### src/rtl/nfa_pkg.sv
// ----------------------------------------------------------------------------
// nfa_pkg
// Types, codes and the character class test for the NFA matcher.
// ----------------------------------------------------------------------------
package nfa_pkg;

	localparam int NUM_STATES      = 64;
	localparam int EDGES_PER_STATE = 8;
	localparam int STATE_W         = $clog2(NUM_STATES);
	localparam int EIDX_W          = $clog2(EDGES_PER_STATE);
	localparam int CNT_W           = $clog2(EDGES_PER_STATE + 1);
	localparam int EDGE_W          = STATE_W + 4 + 8 + 8;
	localparam int EDGE_DEPTH      = NUM_STATES * EDGES_PER_STATE;

	localparam logic [2:0] CMD_CLEAR  = 3'd0;
	localparam logic [2:0] CMD_APPEND = 3'd1;
	localparam logic [2:0] CMD_FINAL  = 3'd2;
	localparam logic [2:0] CMD_START  = 3'd3;
	localparam logic [2:0] CMD_CHAR   = 3'd4;

	localparam logic [1:0] ST_OK    = 2'd0;
	localparam logic [1:0] ST_RANGE = 2'd1;
	localparam logic [1:0] ST_FULL  = 2'd2;

	localparam logic [3:0] CLS_EPS    = 4'd0;
	localparam logic [3:0] CLS_CHAR   = 4'd1;
	localparam logic [3:0] CLS_RANGE  = 4'd2;
	localparam logic [3:0] CLS_SPACE  = 4'd3;
	localparam logic [3:0] CLS_WORD   = 4'd4;
	localparam logic [3:0] CLS_DIGIT  = 4'd5;
	localparam logic [3:0] CLS_NL     = 4'd6;
	localparam logic [3:0] CLS_ANY    = 4'd7;
	localparam logic [3:0] CLS_CONJ   = 4'd8;
	localparam logic [3:0] CLS_NCHAR  = 4'd9;
	localparam logic [3:0] CLS_NRANGE = 4'd10;
	localparam logic [3:0] CLS_NSPACE = 4'd11;
	localparam logic [3:0] CLS_NWORD  = 4'd12;
	localparam logic [3:0] CLS_NDIGIT = 4'd13;
	localparam logic [3:0] CLS_NNL    = 4'd14;
	localparam logic [3:0] CLS_NONE   = 4'd15;

	typedef enum logic [3:0] {
		OP_NONE, OP_LOAD, OP_CLEAR, OP_MARK, OP_CNT_RD, OP_APPEND, OP_START,
		OP_MOVE_INIT, OP_SCAN, OP_CNT, OP_EDGE, OP_RESTART, OP_COMMIT, OP_RESULT
	} op_t;

	typedef enum logic [3:0] {
		S_IDLE, S_DISPATCH, S_APP_RD, S_SCAN, S_CNT, S_EDGE, S_PASS_END, S_DONE
	} fsm_t;

	typedef struct packed {
		logic [2:0] cmd;
		logic       hit;
		logic       q_last;
		logic       n_zero;
		logic       k_last;
		logic       mode_move;
		logic       grew;
		logic       out_busy;
	} dp_stat_t;

	function automatic logic edge_accepts(logic [3:0] cls, logic [7:0] lo,
			logic [7:0] hi, logic [7:0] c);
		logic sp, dg, wd, nl, rg, r;
		sp = (c >= 8'h09) && (c <= 8'h0d);
		dg = (c >= 8'h30) && (c <= 8'h39);
		wd = dg || ((c >= 8'h61) && (c <= 8'h7a)) || ((c >= 8'h41) && (c <= 8'h5a))
			|| (c == 8'h5f);
		nl = (c == 8'h0a) || (c == 8'h0d);
		rg = (lo <= c) && (c <= hi);
		case (cls)
			CLS_CHAR:   r = (c == lo);
			CLS_RANGE:  r = rg;
			CLS_SPACE:  r = sp;
			CLS_WORD:   r = wd;
			CLS_DIGIT:  r = dg;
			CLS_NL:     r = nl;
			CLS_ANY:    r = 1'b1;
			CLS_NCHAR:  r = (c != lo);
			CLS_NRANGE: r = !rg;
			CLS_NSPACE: r = !sp;
			CLS_NWORD:  r = !wd;
			CLS_NDIGIT: r = !dg;
			CLS_NNL:    r = !nl;
			default:    r = 1'b0;
		endcase
		return r;
	endfunction

endpackage

### src/rtl/nfa_ctrl.sv
// ----------------------------------------------------------------------------
// nfa_ctrl
// Sequencer for command words: dispatch, state scan, edge walk, closure passes.
// ----------------------------------------------------------------------------
module nfa_ctrl import nfa_pkg::*; (
	input  logic     clk,
	input  logic     arst_n,
	input  logic     in_valid,
	output logic     in_ready,
	input  dp_stat_t stat,
	output op_t      op
);
	fsm_t state_q, state_d;

	always_ff @(posedge clk or negedge arst_n) begin
		if (!arst_n) begin
			state_q <= S_IDLE;
		end else begin
			state_q <= state_d;
		end
	end

	always_comb begin
		state_d  = state_q;
		op       = OP_NONE;
		in_ready = 1'b0;
		unique case (state_q)
			S_IDLE: begin
				in_ready = !stat.out_busy;
				if (in_valid && !stat.out_busy) begin
					op      = OP_LOAD;
					state_d = S_DISPATCH;
				end
			end
			S_DISPATCH: begin
				unique case (stat.cmd)
					CMD_CLEAR: begin
						op      = OP_CLEAR;
						state_d = S_DONE;
					end
					CMD_APPEND: begin
						op      = OP_CNT_RD;
						state_d = S_APP_RD;
					end
					CMD_FINAL: begin
						op      = OP_MARK;
						state_d = S_DONE;
					end
					CMD_START: begin
						op      = OP_START;
						state_d = S_SCAN;
					end
					CMD_CHAR: begin
						op      = OP_MOVE_INIT;
						state_d = S_SCAN;
					end
					default: state_d = S_DONE;
				endcase
			end
			S_APP_RD: begin
				op      = OP_APPEND;
				state_d = S_DONE;
			end
			S_SCAN: begin
				op = OP_SCAN;
				if (stat.hit) state_d = S_CNT;
				else if (stat.q_last) state_d = S_PASS_END;
			end
			S_CNT: begin
				op = OP_CNT;
				if (!stat.n_zero) state_d = S_EDGE;
				else state_d = stat.q_last ? S_PASS_END : S_SCAN;
			end
			S_EDGE: begin
				op = OP_EDGE;
				if (stat.k_last) state_d = stat.q_last ? S_PASS_END : S_SCAN;
			end
			S_PASS_END: begin
				if (stat.mode_move || stat.grew) begin
					op      = OP_RESTART;
					state_d = S_SCAN;
				end else begin
					op      = OP_COMMIT;
					state_d = S_DONE;
				end
			end
			S_DONE: begin
				op      = OP_RESULT;
				state_d = S_IDLE;
			end
			default: state_d = S_IDLE;
		endcase
	end
endmodule

### config.mk
export PLATFORM = sky130hd
export DESIGN_NAME = nfa_ctrl
export DESIGN_NICKNAME = d
export VERILOG_FILES = /design/src/rtl/nfa_pkg.sv /design/src/rtl/nfa_ctrl.sv
export SDC_FILE = /design/constraint.sdc
export NUM_CORES = 1
export LEC_CHECK = 0
export BUFFER_PORTS_ARGS = -buffer_cell sky130_fd_sc_hd__buf_2
export CORE_AREA = 2 2 39 41
export CTS_CLUSTER_DIAMETER = 150
export DETAILED_ROUTE_END_ITERATION = 10
export DIE_AREA = 0 0 41 43
export PLACE_DENSITY = 0.6
export SYNTH_ARGS = -nofsm -noshare
export SYNTH_HDL_FRONTEND = slang
export SYNTH_SLANG_ARGS = --single-unit
### constraint.sdc
create_clock -name clk -period 3.7 [get_ports clk]
set_clock_uncertainty 0.1 [all_clocks]
set_input_delay 0.555 -clock clk [delete_from_list [all_inputs] [get_ports clk]]
set_output_delay 0.555 -clock clk [all_outputs]
set_load 0.05 [all_outputs]
==> impl_results.md, run 1 <==
* Run status: finished, final reports clean
* Min Hold Slack at 0.505 ns
* GP Congestion at 0.781
* Syn Nets at 70
* Slew Limit Fails at 0
* Setup Fix Bufs, Post-CTS at 0
* Clk buf depth at 2
* Hold Vio Cnt, Final at 0
* Die Y at 43 um
* I/O pin count at 18
* Clock Power Share at 11.4%
* CTS tree: built
* DRC Markers at 0
* Sw Pwr at 0.308 mW
* WS Path Type: reg2out
* Row count at 14
* Final core utilization at 38.2%
* Proportion of layout cells with a drive suffix above 1 at 33.3%
* Flops & latches, synth at 3
* Synth-to-layout area growth at 27.8%
* Routed Wire Length at 980 um
* Maxcap violations at 0
* Footprint of the multi-input gates at 299 um^2
* Yosys cell types at 31
* Pin count of the biggest net entering global routing at 20
* Vias in the first global route at 394
* Pre-CTS setup slack at 1.57 ns
* Crit-path slowest cell: dfrtp_1
* FFs w/ async S/R, synth at 100%
* Port Buffers at 17
* Crit Path Max Fanout at 19
* Mapped Cells at 57
* # setup viols final at 0
* Initial Utilization at 29.9%
* Worst slew pin tran at 0.502 ns
* Pwr Total at 0.527 mW
* Syn_area_per_cell at 7.27 um^2
* Total Routing Usage GR at 12.7%
* WP buf/inv at 1
* Sequential fraction of the synthesis area at 18.1%
* CP required at 3.04 ns
* CTS sink cnt at 3
* Max FFs per register at 3
* Most flops, register: state_q
* Total CTS buffers at 3
* Fin crit period at 2.36 ns
* Internal power at 0.218 mW
* CP Capture Type: output port
* Pre-antenna DRT Iters at 4
* Setup_tns at 0 ns
* Peak Freq at 0.423 GHz
* Slew margin rel. at 66.5%
* Post-synth EDFFs at 0
* Worst Path Arrival at 1.71 ns
* CP cell instances: or2_2 > o21ai_0 > a22o_1 > buf_2
* Register share of total power at 21.9%
* Fill cell count at 155
* Critical path launch point type: register
* Worst-skew pair later-pin latency at 0.24 ns
* Post-route ant nets at 0
* Final period util at 63.8%
* Combinational Power Share at 66.7%
* Vias per std cell at 5.23
* Critical path's largest stage delay at 0.55 ns
* Total number of vias at 476
* Switching part of the total at 58.5%
* CTS root buffer: clkbuf_4
* Overflow after GRT at 0
* Delay-heaviest family, CP: flip-flops
* N_diodes at 0
* H-Tree Depth at 1
* Final #Nets at 89
* Mapped Area at 414 um^2
* Leak Pwr at 0.234 nW
* Initial DRC count at 5
* Dpl hpwl at 737 um
* Initial antenna violation count at 0
* YS warnings at 0
* Worst hold path type: in2reg
* Top FF cell, synth: dfrtp_1
* First-pass GRT wire length at 1.55 mm
* Final worst slack at 1.34 ns
* Full die area at 1760 um^2
* Die W at 41 um
* Register area at 75.1 um^2
* Power per cell area at 995 nW/um^2
* Core area at 1380 um^2
* Biggest regs: state_q: 3 flops
* Clock slew at reported path FFs at 0.04 ns
* VDD IR max at 0.457 mV
* Avg WL per Cell at 10.8 um
* RSZ-0062 raised after global routing: no
stage by stage:
stage,std cells,instance area [um^2]
3_5_place_dp,86,493
2_1_floorplan,57,414
6_report,91,529
4_1_cts,91,529
3_3_place_gp,86,493
5_1_grt,91,529
layout make-up:
class	instances	share of cell area (%)
multi-input cells	47	56.5
clock buffers	4	4.96
flip-flops and latches	3	14.2
inverters	3	2.60
well taps	16	3.78
repair buffers	18	18.0
final timing paths:
path | start | end | slack, ns | cells past startpoint
min | stat[6] | state_q[1] | 0.50 | 3
max | state_q[2] | op[2] | 1.34 | 4
max reg2reg | state_q[2] | state_q[2] | 2.11 | 4
min reg2reg | state_q[0] | state_q[2] | 0.67 | 2
min in group asynchronous | arst_n | state_q[0] | 0.54 | 2
max in group asynchronous | arst_n | state_q[1] | 2.86 | 2
synth_stat cells, types with 2 or more instances:
cell type | instances | area [um^2]
a21o_2 | 2 | 17.5
buf_2 | 3 | 15.0
dfrtp_1 | 3 | 75.1
inv_1 | 2 | 7.51
mux2i_1 | 2 | 20.0
nand2b_1 | 2 | 12.5
nor2_1 | 4 | 15.0
nor3_1 | 4 | 20.0
nor3b_1 | 3 | 22.5
o21ai_0 | 9 | 45.0
o21ai_1 | 2 | 10.0
or2_1 | 2 | 12.5
worst reg2reg max path: cells and delay by family, from the launching register on:
kind,cells,cell delay [ns]
simple gates,2,0.45
flops,1,0.65
compound gates,2,0.26
cells in the final DEF, fill, tap and decap left out, drive strengths merged, types with 2 or more instances in the layout:
master / netlist / final
dfrtp: 3 / 3
inv: 3 / 3
or2: 3 / 3
mux2i: 2 / 2
clkbuf: 0 / 4
buf: 4 / 17
a21o: 2 / 2
o21ai: 11 / 11
nand2b: 2 / 2
nor3: 4 / 4
nor2: 4 / 4
nor3b: 3 / 3
power by group through the flow:
| stage | logic, mW | registers, mW | clock network, mW |
|---|---|---|---|
| after floorplan | 0.353 | 0.0612 | 0 |
| after CTS | 0.354 | 0.114 | 0.0630 |
| after global routing | 0.379 | 0.123 | 0.0655 |
| final | 0.351 | 0.115 | 0.0600 |
| after global placement | 0.353 | 0.117 | 0 |
| after detailed placement | 0.352 | 0.113 | 0 |
layer usage:
| metal | vias up | global-route usage (%) | share of wire [%] |
|---|---|---|---|
| met5 | - | 0 | 0 |
| met4 | 0 | 8.00 | 2.4 |
| met3 | 3 | 1.57 | 5.4 |
| met2 | 13 | 18.1 | 44 |
| met1 | 210 | 17.2 | 48 |
| li1 | 250 | - | - |
cells by family after synthesis:
kind of cell	share of synthesized area (%)
AND/OR/NAND/NOR	30.8
flip-flops	18.1
buffers and inverters	9.67
AO/OA/AOI/OAI	31.7
multiplexers	7.55
XOR/XNOR	2.12
what timing repair did:
item                      in CTS  in global routing
hold buffers                   1                  0
resized for setup              0                  0
hold endpoints to repair       3                  0
Power figures use the tool's default switching activity.
==> run 2, diff against run 1 <==
Settings changed: PLACE_DENSITY 0.6 to 0.62.
Clock period 3.7 ns to 1.95 ns, I/O delays scaled along.
==> run 2 against run 1 <==
  * Non-clock buffer count up 3
  * Flip-flop and latch count unchanged
  * Sequential share of layout area is 0.75 points lower
  * Total power grew 110%
  * Routed wire length up 11%
  * First-iteration DRC count rose to 4.2 times the previous value
  * Cell count grew 3.3%
  * Critical endpoint unchanged
  * Highest routed layer is now met3
==> impl_results.md, run 2 (same netlist as run 1, synthesis figures left out) <==
* Final period util at 98.0%
* First-pass GRT wire length at 1.66 mm
* Leak Pwr at 0.251 nW
* Max FFs per register at 3
* N_diodes at 0
* Slew margin rel. at 82.3%
* Initial antenna violation count at 0
* DR WL met3 at 99 um
* VDD IR max at 0.926 mV
* RSZ-0062 raised after global routing: no
* Total number of vias at 494
* Critical path launch point type: register
* Placed Instances at 89
* Biggest regs: state_q: 3 flops
* CP Capture Type: output port
* Power per cell area at 1930 nW/um^2
* R2r endpoint: state_q[1]
* Run status: finished, final reports clean
* Highest routed layer: met3
* Initial Utilization at 29.9%
* Fin crit period at 1.91 ns
* CTS root buffer: clkbuf_4
* Total Routing Usage GR at 13.5%
* R2R setup slack at 0.37 ns
* Hold endpoint: state_q[2]
* Proportion of layout cells with a drive suffix above 1 at 39.7%
* Final core utilization at 41.0%
* WS Path Type: reg2out
* Peak Freq at 0.523 GHz
* Die W at 41 um
* Dpl hpwl at 822 um
* Clk buf depth at 2
* Crit Path Max Fanout at 14
* I/O pin count at 18
* Post-route ant nets at 0
* M1 WL at 497 um
* Initial DRC count at 21
* Commonest non-fill, non-tap cell in the layout: buf_2
* DRC Markers at 0
* Setup Fix Bufs, Post-CTS at 0
* Clock slew at reported path FFs at 0.04 ns
* Slew Limit Fails at 0
* Most flops, register: state_q
* Vias per std cell at 5.26
* Synth-to-layout area growth at 37.2%
* H-Tree Depth at 1
* GP Congestion at 0.865
* Most frequent cells in the layout: buf_2, o21ai_0, buf_4
* Worst hold path type: in2reg
* Register area at 76.3 um^2
* Hold Vio Cnt, Final at 0
* Combinational Power Share at 74.9%
* CTS sink cnt at 3
* Fin cells at 94
* Fin area at 568 um^2
* Register share of total power at 14.7%
* Maxcap violations at 0
* Hold Crit Start: stat[3]
* Port Buffers at 17
* Worst Path Arrival at 1.52 ns
* Final #Nets at 92
* Setup_tns at 0 ns
* # setup viols final at 0
* Worst-skew pair later-pin latency at 0.24 ns
* Reg2reg start: state_q[1]
* Die Y at 43 um
* Pin count of the biggest net entering global routing at 15
* Sw Pwr at 0.617 mW
* Footprint of the multi-input gates at 309 um^2
* Switching part of the total at 56.2%
* Pre-antenna DRT Iters at 4
* Worst slew pin tran at 0.265 ns
* Fill cell count at 148
* Vias in the first global route at 403
* Hold Path Depth at 4
* Full die area at 1760 um^2
* Internal power at 0.482 mW
* Avg WL per Cell at 11.5 um
* Met2 WL at 486 um
* CP required at 1.56 ns
* Total CTS buffers at 3
* Row count at 14
* Core area at 1380 um^2
* Clock Power Share at 10.4%
* Routed Wire Length at 1.08 mm
* R2R depth at 5
* CTS tree: built
* Overflow after GRT at 0
* Placed cell areas at 520 um^2
[run 2: area by class of cell]
class	instances	share of cell area, %
multi-input combinational	47	54.4
tap	16	3.52
clock buffer	4	4.63
timing repair buffer	21	21.6
inverter	3	2.42
sequential	3	13.4
[run 2: worst max path at each step]
stage | startpoint | endpoint | slack, ns | cells after the start
finish | state_q[2] | op[2] | 0.04 | 4
global route | state_q[2] | op[2] | 0.005 | 4
CTS | state_q[2] | op[2] | 0.003 | 4
detailed placement | state_q[2] | op[2] | 0.21 | 4
global placement | state_q[2] | op[2] | 0.23 | 4
floorplan | state_q[2] | op[1] | 0.11 | 4
[run 2: power by group through the flow]
stage	combinational [mW]	clock, mW	sequential, mW
global route	0.881	0.126	0.166
CTS	0.823	0.119	0.154
detailed placement	0.798	0	0.153
finish	0.823	0.114	0.161
floorplan	0.677	0	0.116
global placement	0.799	0	0.151
[run 2: through the flow]
stage                     hold WS (ns)  worst slack [ns]  power [mW]
after floorplan                 -0.103             0.115       0.793
after global placement        -0.00839             0.233       0.951
after detailed placement      -0.00404             0.215       0.951
after CTS                        0.247           0.00294        1.10
after global routing             0.274           0.00469        1.17
final                            0.247            0.0394        1.10
[run 2: critical path, cell delays in order (launching register included)]
cell and delay, ns:
dfrtp_2 0.48, or2_2 0.29, o21ai_0 0.16, a22o_1 0.16, buf_4 0.19
[run 2: repair_timing]
item | in CTS | in global routing
endpoints found under the setup margin | 2 | 3
resized for setup | 2 | 2
hold buffers | 1 | 0
hold endpoints to repair | 3 | 0
[run 2: metal layers]
| layer | GRT usage [%] | vias up |
|---|---|---|
| met5 | 0 | - |
| met4 | 4.00 | 0 |
| met3 | 3.14 | 0 |
| met2 | 18.8 | 22 |
| met1 | 19.9 | 221 |
| li1 | - | 251 |
